`src/sv/sha1md_pkg.sv`:
```
// Shared types and constants for the SHA-1 message digest block.
// Used by the controller, the datapath and the top level; depends on nothing.
package sha1md_pkg;

  localparam int unsigned BlockBits = 512;

  localparam logic [7:0]  PadByte   = 8'h80;
  localparam logic [5:0]  PosLast   = 6'd63;
  localparam logic [5:0]  PosLen    = 6'd56;
  localparam logic [6:0]  RoundLast = 7'd79;
  localparam logic [2:0]  WordLast  = 3'd4;

  localparam logic [31:0] K0 = 32'h5a827999;
  localparam logic [31:0] K1 = 32'h6ed9eba1;
  localparam logic [31:0] K2 = 32'h8f1bbcdc;
  localparam logic [31:0] K3 = 32'hca62c1d6;

  localparam logic [31:0] H0 = 32'h67452301;
  localparam logic [31:0] H1 = 32'hefcdab89;
  localparam logic [31:0] H2 = 32'h98badcfe;
  localparam logic [31:0] H3 = 32'h10325476;
  localparam logic [31:0] H4 = 32'hc3d2e1f0;

  // Controller states.
  typedef enum logic [2:0] {
    ST_IDLE,
    ST_ROUND,
    ST_FINISH,
    ST_PAD,
    ST_ZERO,
    ST_LEN,
    ST_EMIT
  } state_t;

  // Source of the byte shifted into the block buffer.
  typedef enum logic [1:0] {
    SRC_DATA,
    SRC_PAD,
    SRC_ZERO,
    SRC_LEN
  } byte_src_t;

  // Commands from the controller to the datapath.
  typedef struct packed {
    logic      shift;
    byte_src_t src;
    logic      round;
    logic      add_chain;
    logic      restart;
    logic [2:0] word_index;
  } dp_cmd_t;

  // Status from the datapath to the controller.
  typedef struct packed {
    logic [5:0] pos;
    logic       round_last;
  } dp_status_t;

endpackage

```
`src/sv/sha1_message_digest.sv`:
```
// SHA-1 message digest: one message byte per beat, five digest words out.
// The beat that fills a 64-byte block starts a compression (80 rounds,
// then the chaining add). The final beat is followed by padding bytes up
// to the block end, a pause before the length bytes, one or two
// compressions, then five output beats.
// One item at a time. Synchronous reset loads the initial chaining words.
module sha1_message_digest (
  input  logic        clk,
  input  logic        rst,
  input  logic        item_valid,
  output logic        item_ready,
  input  logic [7:0]  data_byte,
  input  logic        byte_present,
  input  logic        end_of_message,
  output logic        result_valid,
  input  logic        result_ready,
  output logic [31:0] digest_word,
  output logic [2:0]  word_index,
  output logic        last_word
);
  import sha1md_pkg::*;

  dp_cmd_t    cmd;
  dp_status_t status;

  sha1md_ctrl u_ctrl (
    .clk            (clk),
    .rst            (rst),
    .item_valid     (item_valid),
    .item_ready     (item_ready),
    .byte_present   (byte_present),
    .end_of_message (end_of_message),
    .result_valid   (result_valid),
    .result_ready   (result_ready),
    .word_index     (word_index),
    .last_word      (last_word),
    .status         (status),
    .cmd            (cmd)
  );

  sha1md_dp u_dp (
    .clk         (clk),
    .rst         (rst),
    .cmd         (cmd),
    .data_byte   (data_byte),
    .status      (status),
    .digest_word (digest_word)
  );

endmodule

```
`src/sv/sha1md_dp.sv`:
```
// Datapath of the SHA-1 block: block buffer and message schedule, round
// registers, chaining words and bit count. Depends on sha1md_pkg.
module sha1md_dp (
  input  logic                 clk,
  input  logic                 rst,
  input  sha1md_pkg::dp_cmd_t  cmd,
  input  logic [7:0]           data_byte,
  output sha1md_pkg::dp_status_t status,
  output logic [31:0]          digest_word
);
  import sha1md_pkg::*;

  logic [BlockBits-1:0] blk;
  logic [31:0] a, b, c, d, e;
  logic [31:0] h0, h1, h2, h3, h4;
  logic [5:0]  pos;
  logic [63:0] bit_length;
  logic [6:0]  round_count;

  logic [7:0]  byte_in;
  logic [2:0]  len_sel;
  logic [31:0] w0, w2, w8, w13, w_new_pre, w_new;
  logic [31:0] f, kk, t;

  // Schedule taps: word j sits at the top of the buffer, oldest first.
  assign w0  = blk[BlockBits-1      -: 32];
  assign w2  = blk[BlockBits-1-64   -: 32];
  assign w8  = blk[BlockBits-1-256  -: 32];
  assign w13 = blk[BlockBits-1-416  -: 32];
  assign w_new_pre = w13 ^ w8 ^ w2 ^ w0;
  assign w_new = {w_new_pre[30:0], w_new_pre[31]};

  // Length bytes go out most significant first at positions 56 to 63.
  assign len_sel = 3'd7 - pos[2:0];

  always_comb begin
    unique case (cmd.src)
      SRC_DATA: byte_in = data_byte;
      SRC_PAD:  byte_in = PadByte;
      SRC_ZERO: byte_in = 8'h00;
      SRC_LEN:  byte_in = bit_length[{len_sel, 3'b000} +: 8];
      default:  byte_in = 8'h00;
    endcase
  end

  // Round function and constant by round group.
  always_comb begin
    if (round_count < 7'd20) begin
      f  = (b & c) | (~b & d);
      kk = K0;
    end else if (round_count < 7'd40) begin
      f  = b ^ c ^ d;
      kk = K1;
    end else if (round_count < 7'd60) begin
      f  = (b & c) | (b & d) | (c & d);
      kk = K2;
    end else begin
      f  = b ^ c ^ d;
      kk = K3;
    end
  end

  assign t = {a[26:0], a[31:27]} + f + e + w0 + kk;

  // Block buffer: bytes and schedule words both shift in at the bottom.
  always_ff @(posedge clk) begin
    if (cmd.shift) begin
      blk <= {blk[BlockBits-9:0], byte_in};
    end else if (cmd.round) begin
      blk <= {blk[BlockBits-33:0], w_new};
    end
  end

  // Round registers; a full block loads them from the chaining words.
  always_ff @(posedge clk) begin
    if (rst) begin
      a <= '0; b <= '0; c <= '0; d <= '0; e <= '0;
    end else if (cmd.shift && pos == PosLast) begin
      a <= h0; b <= h1; c <= h2; d <= h3; e <= h4;
    end else if (cmd.round) begin
      a <= t;
      b <= a;
      c <= {b[1:0], b[31:2]};
      d <= c;
      e <= d;
    end
  end

  // Round counter.
  always_ff @(posedge clk) begin
    if (rst) begin
      round_count <= '0;
    end else if (cmd.round) begin
      round_count <= (round_count == RoundLast) ? 7'd0 : round_count + 7'd1;
    end
  end

  // Chaining words, byte position and bit count.
  always_ff @(posedge clk) begin
    if (rst || cmd.restart) begin
      h0 <= H0; h1 <= H1; h2 <= H2; h3 <= H3; h4 <= H4;
      pos        <= '0;
      bit_length <= '0;
    end else begin
      if (cmd.add_chain) begin
        h0 <= h0 + a; h1 <= h1 + b; h2 <= h2 + c; h3 <= h3 + d; h4 <= h4 + e;
      end
      if (cmd.shift) begin
        pos <= pos + 6'd1;
        if (cmd.src == SRC_DATA) begin
          bit_length <= bit_length + 64'd8;
        end
      end
    end
  end

  // Digest words leave in reversed order: index k carries word 4-k.
  always_comb begin
    unique case (cmd.word_index)
      3'd0:    digest_word = h4;
      3'd1:    digest_word = h3;
      3'd2:    digest_word = h2;
      3'd3:    digest_word = h1;
      3'd4:    digest_word = h0;
      default: digest_word = h0;
    endcase
  end

  assign status.pos        = pos;
  assign status.round_last = (round_count == RoundLast);

endmodule

```
`src/sv/sha1md_ctrl.sv`:
```
// Controller of the SHA-1 block: input and output handshakes, padding
// sequence and compression start. Depends on sha1md_pkg.
module sha1md_ctrl (
  input  logic                   clk,
  input  logic                   rst,
  input  logic                   item_valid,
  output logic                   item_ready,
  input  logic                   byte_present,
  input  logic                   end_of_message,
  output logic                   result_valid,
  input  logic                   result_ready,
  output logic [2:0]             word_index,
  output logic                   last_word,
  input  sha1md_pkg::dp_status_t status,
  output sha1md_pkg::dp_cmd_t    cmd
);
  import sha1md_pkg::*;

  state_t state, state_next;
  state_t ret, ret_next;
  logic [2:0] word_count, word_count_next;
  logic in_beat, out_beat, full;

  assign in_beat  = item_valid && item_ready;
  assign out_beat = result_valid && result_ready;
  assign full     = (status.pos == PosLast);

  always_ff @(posedge clk) begin
    if (rst) begin
      state      <= ST_IDLE;
      ret        <= ST_IDLE;
      word_count <= '0;
    end else begin
      state      <= state_next;
      ret        <= ret_next;
      word_count <= word_count_next;
    end
  end

  // Next state, return state after a compression, output word count.
  always_comb begin
    state_next      = state;
    ret_next        = ret;
    word_count_next = word_count;
    unique case (state)
      ST_IDLE: begin
        if (in_beat) begin
          if (byte_present && full) begin
            state_next = ST_ROUND;
            ret_next   = end_of_message ? ST_PAD : ST_IDLE;
          end else if (end_of_message) begin
            state_next = ST_PAD;
          end
        end
      end
      ST_ROUND: begin
        if (status.round_last) begin
          state_next = ST_FINISH;
        end
      end
      ST_FINISH: begin
        state_next = ret;
      end
      ST_PAD: begin
        if (full) begin
          state_next = ST_ROUND;
          ret_next   = ST_ZERO;
        end else begin
          state_next = ST_ZERO;
        end
      end
      ST_ZERO: begin
        if (status.pos == PosLen) begin
          state_next = ST_LEN;
        end else if (full) begin
          state_next = ST_ROUND;
          ret_next   = ST_ZERO;
        end
      end
      ST_LEN: begin
        if (full) begin
          state_next = ST_ROUND;
          ret_next   = ST_EMIT;
        end
      end
      ST_EMIT: begin
        if (out_beat) begin
          if (word_count == WordLast) begin
            state_next      = ST_IDLE;
            word_count_next = '0;
          end else begin
            word_count_next = word_count + 3'd1;
          end
        end
      end
      default: state_next = ST_IDLE;
    endcase
  end

  // Handshakes and datapath commands.
  always_comb begin
    item_ready     = (state == ST_IDLE);
    result_valid   = (state == ST_EMIT);
    word_index     = word_count;
    last_word      = (word_count == WordLast);
    cmd            = '0;
    cmd.src        = SRC_DATA;
    cmd.word_index = word_count;
    unique case (state)
      ST_IDLE: begin
        cmd.shift = in_beat && byte_present;
      end
      ST_ROUND: begin
        cmd.round = 1'b1;
      end
      ST_FINISH: begin
        cmd.add_chain = 1'b1;
      end
      ST_PAD: begin
        cmd.shift = 1'b1;
        cmd.src   = SRC_PAD;
      end
      ST_ZERO: begin
        cmd.shift = (status.pos != PosLen);
        cmd.src   = SRC_ZERO;
      end
      ST_LEN: begin
        cmd.shift = 1'b1;
        cmd.src   = SRC_LEN;
      end
      ST_EMIT: begin
        cmd.restart = out_beat && (word_count == WordLast);
      end
      default: begin
        cmd.shift = 1'b0;
      end
    endcase
  end

endmodule
```
`config.mk`:
```
export PLATFORM = sky130hd
export DESIGN_NAME = sha1_message_digest
export DESIGN_NICKNAME = d
export VERILOG_FILES = /design/src/sv/sha1md_pkg.sv /design/src/sv/sha1_message_digest.sv /design/src/sv/sha1md_dp.sv /design/src/sv/sha1md_ctrl.sv
export SDC_FILE = /design/constraint.sdc
export NUM_CORES = 2
export LEC_CHECK = 0
export BUFFER_PORTS_ARGS = -buffer_cell sky130_fd_sc_hd__buf_4
export CAP_MARGIN = 20
export CELL_PAD_IN_SITES_DETAIL_PLACEMENT = 1
export CELL_PAD_IN_SITES_GLOBAL_PLACEMENT = 1
export CORE_AREA = 10 10 350 352
export CTS_CLUSTER_SIZE = 40
export DETAILED_ROUTE_END_ITERATION = 10
export DIE_AREA = 0 0 360 362
export PLACE_DENSITY = 0.78
export SLEW_MARGIN = 0
export SYNTH_ARGS = -nofsm -noshare
export SYNTH_HDL_FRONTEND = slang
export SYNTH_SLANG_ARGS = --single-unit
```
`constraint.sdc`:
```
create_clock -name clk -period 34.7 [get_ports clk]
set_input_delay 5.205 -clock clk [delete_from_list [all_inputs] [get_ports clk]]
set_output_delay 5.205 -clock clk [all_outputs]
set_load 0.005 [all_outputs]
```
After elaboration in Yosys (flattened, before gate mapping) --
Index checks and enable logic that the tools add are counted.
Word-level totals: bits in registers 918, bits in latches 0, bits in writable memories 0, ROM bits 0, input bits 14, output and inout bits 38, word-level logic and storage cells 135, memories 0
Cells by class: $add $sub $neg 14, multipliers 0, div/mod/pow operators 0, $lt $le $gt $ge 3, eq/ne operators 25, shifts and indexed selects 1, mux-type cells 44, bitwise logic cells 13, reductions and logical operators 18
Operators by type and width (number):
- 512-bit two-way mux | 2
- 32-bit two-way mux | 15
- 32-bit adder | 9
- 32-bit XOR | 5
- 32-bit AND | 4
- 32-bit case mux with 4 select lines | 1
- 32-bit OR | 3
- 64-bit by 4-bit adder with 64-bit output, second input constant | 1
- 64-bit by 7-bit indexed part select with 8-bit output | 1
- 3-bit two-way mux | 15
- 32-bit NOT | 1
- 8-bit case mux with 4 select lines | 1
- 31-bit two-way mux | 1
- 3-bit case mux with 7 select lines | 1
- 7-bit by 6-bit less-than comparator with 1-bit output, second input constant | 2
- 3-bit by 2-bit equality test with 1-bit output, second input constant | 4
- 3-bit equality test, second input constant | 4
- 6-bit equality test, second input constant | 2
- 2-bit != test, second input constant | 6
- 3-bit case mux with 4 select lines | 1
- 5-bit AND reduction | 2
- 7-bit by 1-bit adder with 7-bit output, second input constant | 1
- 7-bit equality test, second input constant | 1
- 7-bit by 5-bit less-than comparator with 1-bit output, second input constant | 1
- 22 further kinds | 34

Logic depth before layout (Yosys ltp) --
depth after elaboration 12, gate-level depth with buffers 26, depth with buffers taken out 25

Cells and area by module --
Synthesis repeated with hierarchy kept, for this count alone.
Second synthesis, totals: cells, all modules 4776, area, all modules 52838.2 um^2
Modules (own cells, without submodules):
- sha1md_dp | times used 1, cells each 4676, area each 52120.0 um^2, sequential area each 23262.3 um^2
- sha1md_ctrl | times used 1, cells each 100, area each 718.2 um^2, sequential area each 180.2 um^2

Least setup slack after synthesis --
Ideal clock, no wire load.
kind input to register, start point in item_valid, end point reg u_dp.blk[0], enable pin, setup time 1.566 ns, arrival time 30.258 ns, data required time 33.134 ns, slack 2.876 ns, cell stages on the path 3, buffers on the path 0, cells stage by stage nand2_1 > o31a_1 > o22ai_1
Between the ends: word-level cells in the longest chain between the ends 4
RTL lines:
- from (decl) | line sha1_message_digest.sv:10 | input logic item_valid,
- 1-bit logical AND | line sha1md_ctrl.sv:24 | assign in_beat = item_valid && item_ready;
- 1-bit logical AND | line sha1md_ctrl.sv:111 | cmd.shift = in_beat && byte_present;
- 1-bit case mux with 3 select lines | line sha1md_ctrl.sv:109 | unique case (state)
- 2-bit nonzero test (no source line)
- to (signal assigned) | line sha1md_dp.sv:68 | blk <= {blk[BlockBits-9:0], byte_in};
- to (signal assigned) | line sha1md_dp.sv:70 | blk <= {blk[BlockBits-33:0], w_new};
- to (decl) | line sha1md_dp.sv:13 | logic [BlockBits-1:0] blk;
No other way between the ends. A chain may end at the register's enable or synchronous reset.

Worst setup path after layout --
start point reg u_ctrl.word_count[0], in the netlist u_ctrl.word_index[0], end point out digest_word[15]
Between the ends: word-level cells in the longest chain between the ends 2, elaborated cells on any way between the ends 5, those cells by class eq/ne: 3; mux: 1; reduce/logical: 1
RTL lines:
- from (decl) | line sha1md_ctrl.sv:21 | logic [2:0] word_count, word_count_next;
- from (signal assigned) | line sha1md_ctrl.sv:36 | word_count <= word_count_next;
- 3-bit by 2-bit equality test with 1-bit output, or another cell as far along | line sha1md_dp.sv:119 | unique case (cmd.word_index)
- 32-bit case mux with 4 select lines (*) | line sha1md_dp.sv:119
- to (decl) | line sha1_message_digest.sv:17 | output logic [31:0] digest_word,
Mark *: on every way between the ends. The rest lies on a longest branch, timed or not.

==> summary.txt <==
========================================================================================
Outcome                                                                        completed
PortBufs                                                                              51
Total wirelength of the detailed-routed design                                153,000 µm
Cell area after synthesis                                                     0.0514 mm²
Vert. Die Dim                                                                     362 µm
DR vias/cell                                                                        5.95
Final sum of negative setup slack                                                   0 ns
Transition time at the pin with the least slew margin                            1.12 ns
Clk slew on worst S/H paths                                                      0.06 ns
IR drop worst, VDD                                                               80.9 µV
Post-synth top cells                                                        sky130_fd_sc_hd__edfxtp_1, sky130_fd_sc_hd__mux2_2, sky130_fd_sc_hd__nand2_1
Die Width                                                                         360 µm
Final setup slack of the worst path                                             25.63 ns
First-pass iteration count of the detailed router                                      5
Number of gates resized after cts                                                      0
Met3 wirelength from detailed routing                                            7060 µm
Number of rows in the core area                                                      125
Post-route ant nets                                                                    0
# placed instances                                                                 6,179
Avg Inst Size Synth                                                             10.7 µm²
Fillers                                                                           12,400
Synth Register Bits                                                                  915
RSZ-0062 raised after global routing                                                  no
Met2 WL post-DR                                                                74,300 µm
Number of enable-type register cells in the synthesized netlist                      512
Total count of hold-check failures in the final report                                 0
Area of the core                                                               0.115 mm²
Minimum clock period after layout                                                9.07 ns
DRC violation count after routing                                                      0
Registers with the most flip-flops                                          u_dp.blk (512), u_dp.bit_length (61)
Synthesized netlist cell count                                                     4,809
Number of cells traversed by the worst hold path                                       2
Leak                                                                             21.3 nW
Number of violations of the max-capacitance limit                                      0
Top routing layer in use                                                            met4
Crit Path Category                                                          flip-flop to output pin
Largest fanout of any net on the critical path                                        64
Full die area                                                                  0.130 mm²
Count of unique library cells instantiated by Yosys                                   80
Total clock buffers created by CTS                                                    99
Number of flip-flops under the largest register name                                 512
Largest clock skew in the final design                                         0.0524 ns
Register with the most flip-flops                                               u_dp.blk
Setup crit start kind                                                          flip-flop
Clock Sink Count                                                                     915
Post-CTS setup buffer count                                                            0
Pin count of the biggest net entering global routing                                 200
Violation count after the first detailed-route iteration                           3,212
Portion of the clock cycle consumed by the worst path in the final layout          26.1%
Global-route wire length before repair                                        237,000 µm
Worst slew margin                                                                  25.4%
Commonest register cell after synthesis                                     sky130_fd_sc_hd__edfxtp_1
Critical Path End Type                                                        output pin
Htree depth                                                                            3
Power per cell area                                                          91.5 mW/mm²
Top cell type's share of synthesized area                                          29.9%
Dominant cell type by area after synthesis                                  sky130_fd_sc_hd__edfxtp_1
Number of global-route vias before repair                                         39,800
Critical path data required time                                                29.49 ns
Upper clock frequency limit                                                      110 MHz
Final Max Slew Viols                                                                   0
Routed wire length per instance                                                  24.1 µm
Gr usage total                                                                     22.9%
Number of nets in the final layout                                                 5,126
CTS tree                                                                             yes
Wl on met1                                                                     65,200 µm
RR Endpoint                                                                   u_dp.a[31]
Layout cell share with drive strength beyond 1                                     15.8%
Number of standard cells in the final layout excluding fillers                     6,368
Share of synthesized area occupied by flip-flops and latches                       45.6%
Share of flip-flops with an asynchronous set or reset                                 0%
Cell at the root of the clock tree                                          sky130_fd_sc_hd__clkbuf_16
Post-DP HPWL                                                                  107,000 µm
Latest clock arrival within the worst-skew pair                                  0.72 ns
CTS max path bufs                                                                      3
Worst EP arrival                                                                 3.86 ns
Worst slack at placement                                                        24.80 ns
R2R Setup Slk                                                                   26.65 ns
Syn_nets                                                                           5,176
Top-Level Pins                                                                        52
CTS Hold Buffers Added                                                                 0
Area growth from synthesis to final layout                                         10.1%
Type of the tightest min-delay check                                        flip-flop to flip-flop
Effective utilization at floorplan                                                 44.6%
Startpoint of the tightest hold check path                                   u_dp.pos[5]
Final estimated routing congestion in global placement                             0.909
Overall via count from detail_route                                               37,900
Cell with the most instances after synthesis                                sky130_fd_sc_hd__edfxtp_1
Start of the worst register-to-register path                                u_dp.round_count[4]
Depth of the worst register-to-register path                                          25
Global-route congestion overflow total                                                 0
Leading cell types by total area after synthesis                            sky130_fd_sc_hd__edfxtp_1, sky130_fd_sc_hd__dfxtp_1, sky130_fd_sc_hd__mux2_2, sky130_fd_sc_hd__ha_1, sky130_fd_sc_hd__fa_1
Total of endpoints with negative setup slack in the final report                       0
Worst hold path endpoint                                                     u_dp.pos[5]
Warning count from the yosys run                                                       0
Number of antenna violations at the first check in global routing                      1
========================================================================================
[cell families after synthesis]
kind of cell	after synthesis	share of synthesized area (%)
compound gates	1180	14.5
simple gates	1089	9.56
flops	915	45.6
mux	509	11.4
buf+inv	458	3.37
fa+ha+maj	353	10.4
xor+xnor	305	5.19
[layer usage]
layer	GRT usage [%]	vias to the layer above
met2	39.3	916
met5	0	-
li1	-	17300
met1	29.3	19300
met4	9.47	0
met3	2.68	283
[per-stage QoR]
stage               instance area (µm²)  utilization (%)  power, mW  hold WS (ns)
finish                            56600             49.1       5.18         0.480
CTS                               56600             49.0       5.20         0.488
floorplan                         51400                -       3.74         0.436
global placement                  53200             46.1       3.93         0.461
global route                      56600             49.1       5.48         0.515
detailed placement                53200             46.1       4.06         0.474
[power by group]
part	internal (mW)	switching, mW
Sequential	1.78	0.361
Clock	0.615	0.470
Combinational	0.866	1.09
[cell usage in the layout, fill, tap and decap left out, drive strengths merged, types with 64 or more instances in the layout]
master	synthesis	routed
inv	214	217
a21oi	404	404
nand2	464	464
nor2b	64	64
a21o	71	71
edfxtp	512	512
xor2	104	104
ha	229	229
clkbuf	224	137
o21ai	178	178
buf	18	91
a22oi	213	213
mux2	480	480
nor2	281	281
dfxtp	403	403
fa	124	124
xnor2	201	201
[area by class of cell]
type,instances,area [µm²],area share [%]
repair buffers,91,785,1.39
flip-flops and latches,915,23400,41.4
inverters,216,811,1.43
diodes,1,2.50,0.00442
clock buffers,137,2770,4.89
clock inverters,48,552,0.974
well taps,1524,1910,3.37
multi-input cells,3436,26400,46.6
[how the worst max path moves through the flow]
| stage | slack [ns] | end | start | cells after the start |
|---|---|---|---|---|
| after floorplan | 2.88 | u_dp.blk[0] | item_valid | 3 |
| after global placement | 24.86 | u_dp.blk[230] | byte_present | 8 |
| after detailed placement | 24.80 | u_dp.blk[165] | byte_present | 8 |
| after CTS | 25.56 | u_dp.blk[53] | byte_present | 8 |
| after global routing | 25.31 | u_dp.blk[53] | byte_present | 9 |
| final | 25.63 | digest_word[15] | u_ctrl.word_index[0] | 8 |
[critical path: stages (launching register included)]
cell,delay (ns)
sky130_fd_sc_hd__dfxtp_1,0.44
sky130_fd_sc_hd__inv_1,0.10
sky130_fd_sc_hd__ha_1,0.22
sky130_fd_sc_hd__nor2b_2,0.15
sky130_fd_sc_hd__buf_4,0.29
sky130_fd_sc_hd__or4_2,0.66
sky130_fd_sc_hd__buf_4,0.35
sky130_fd_sc_hd__a31oi_1,0.65
sky130_fd_sc_hd__buf_4,0.23
(Power assumes the default switching activity.)
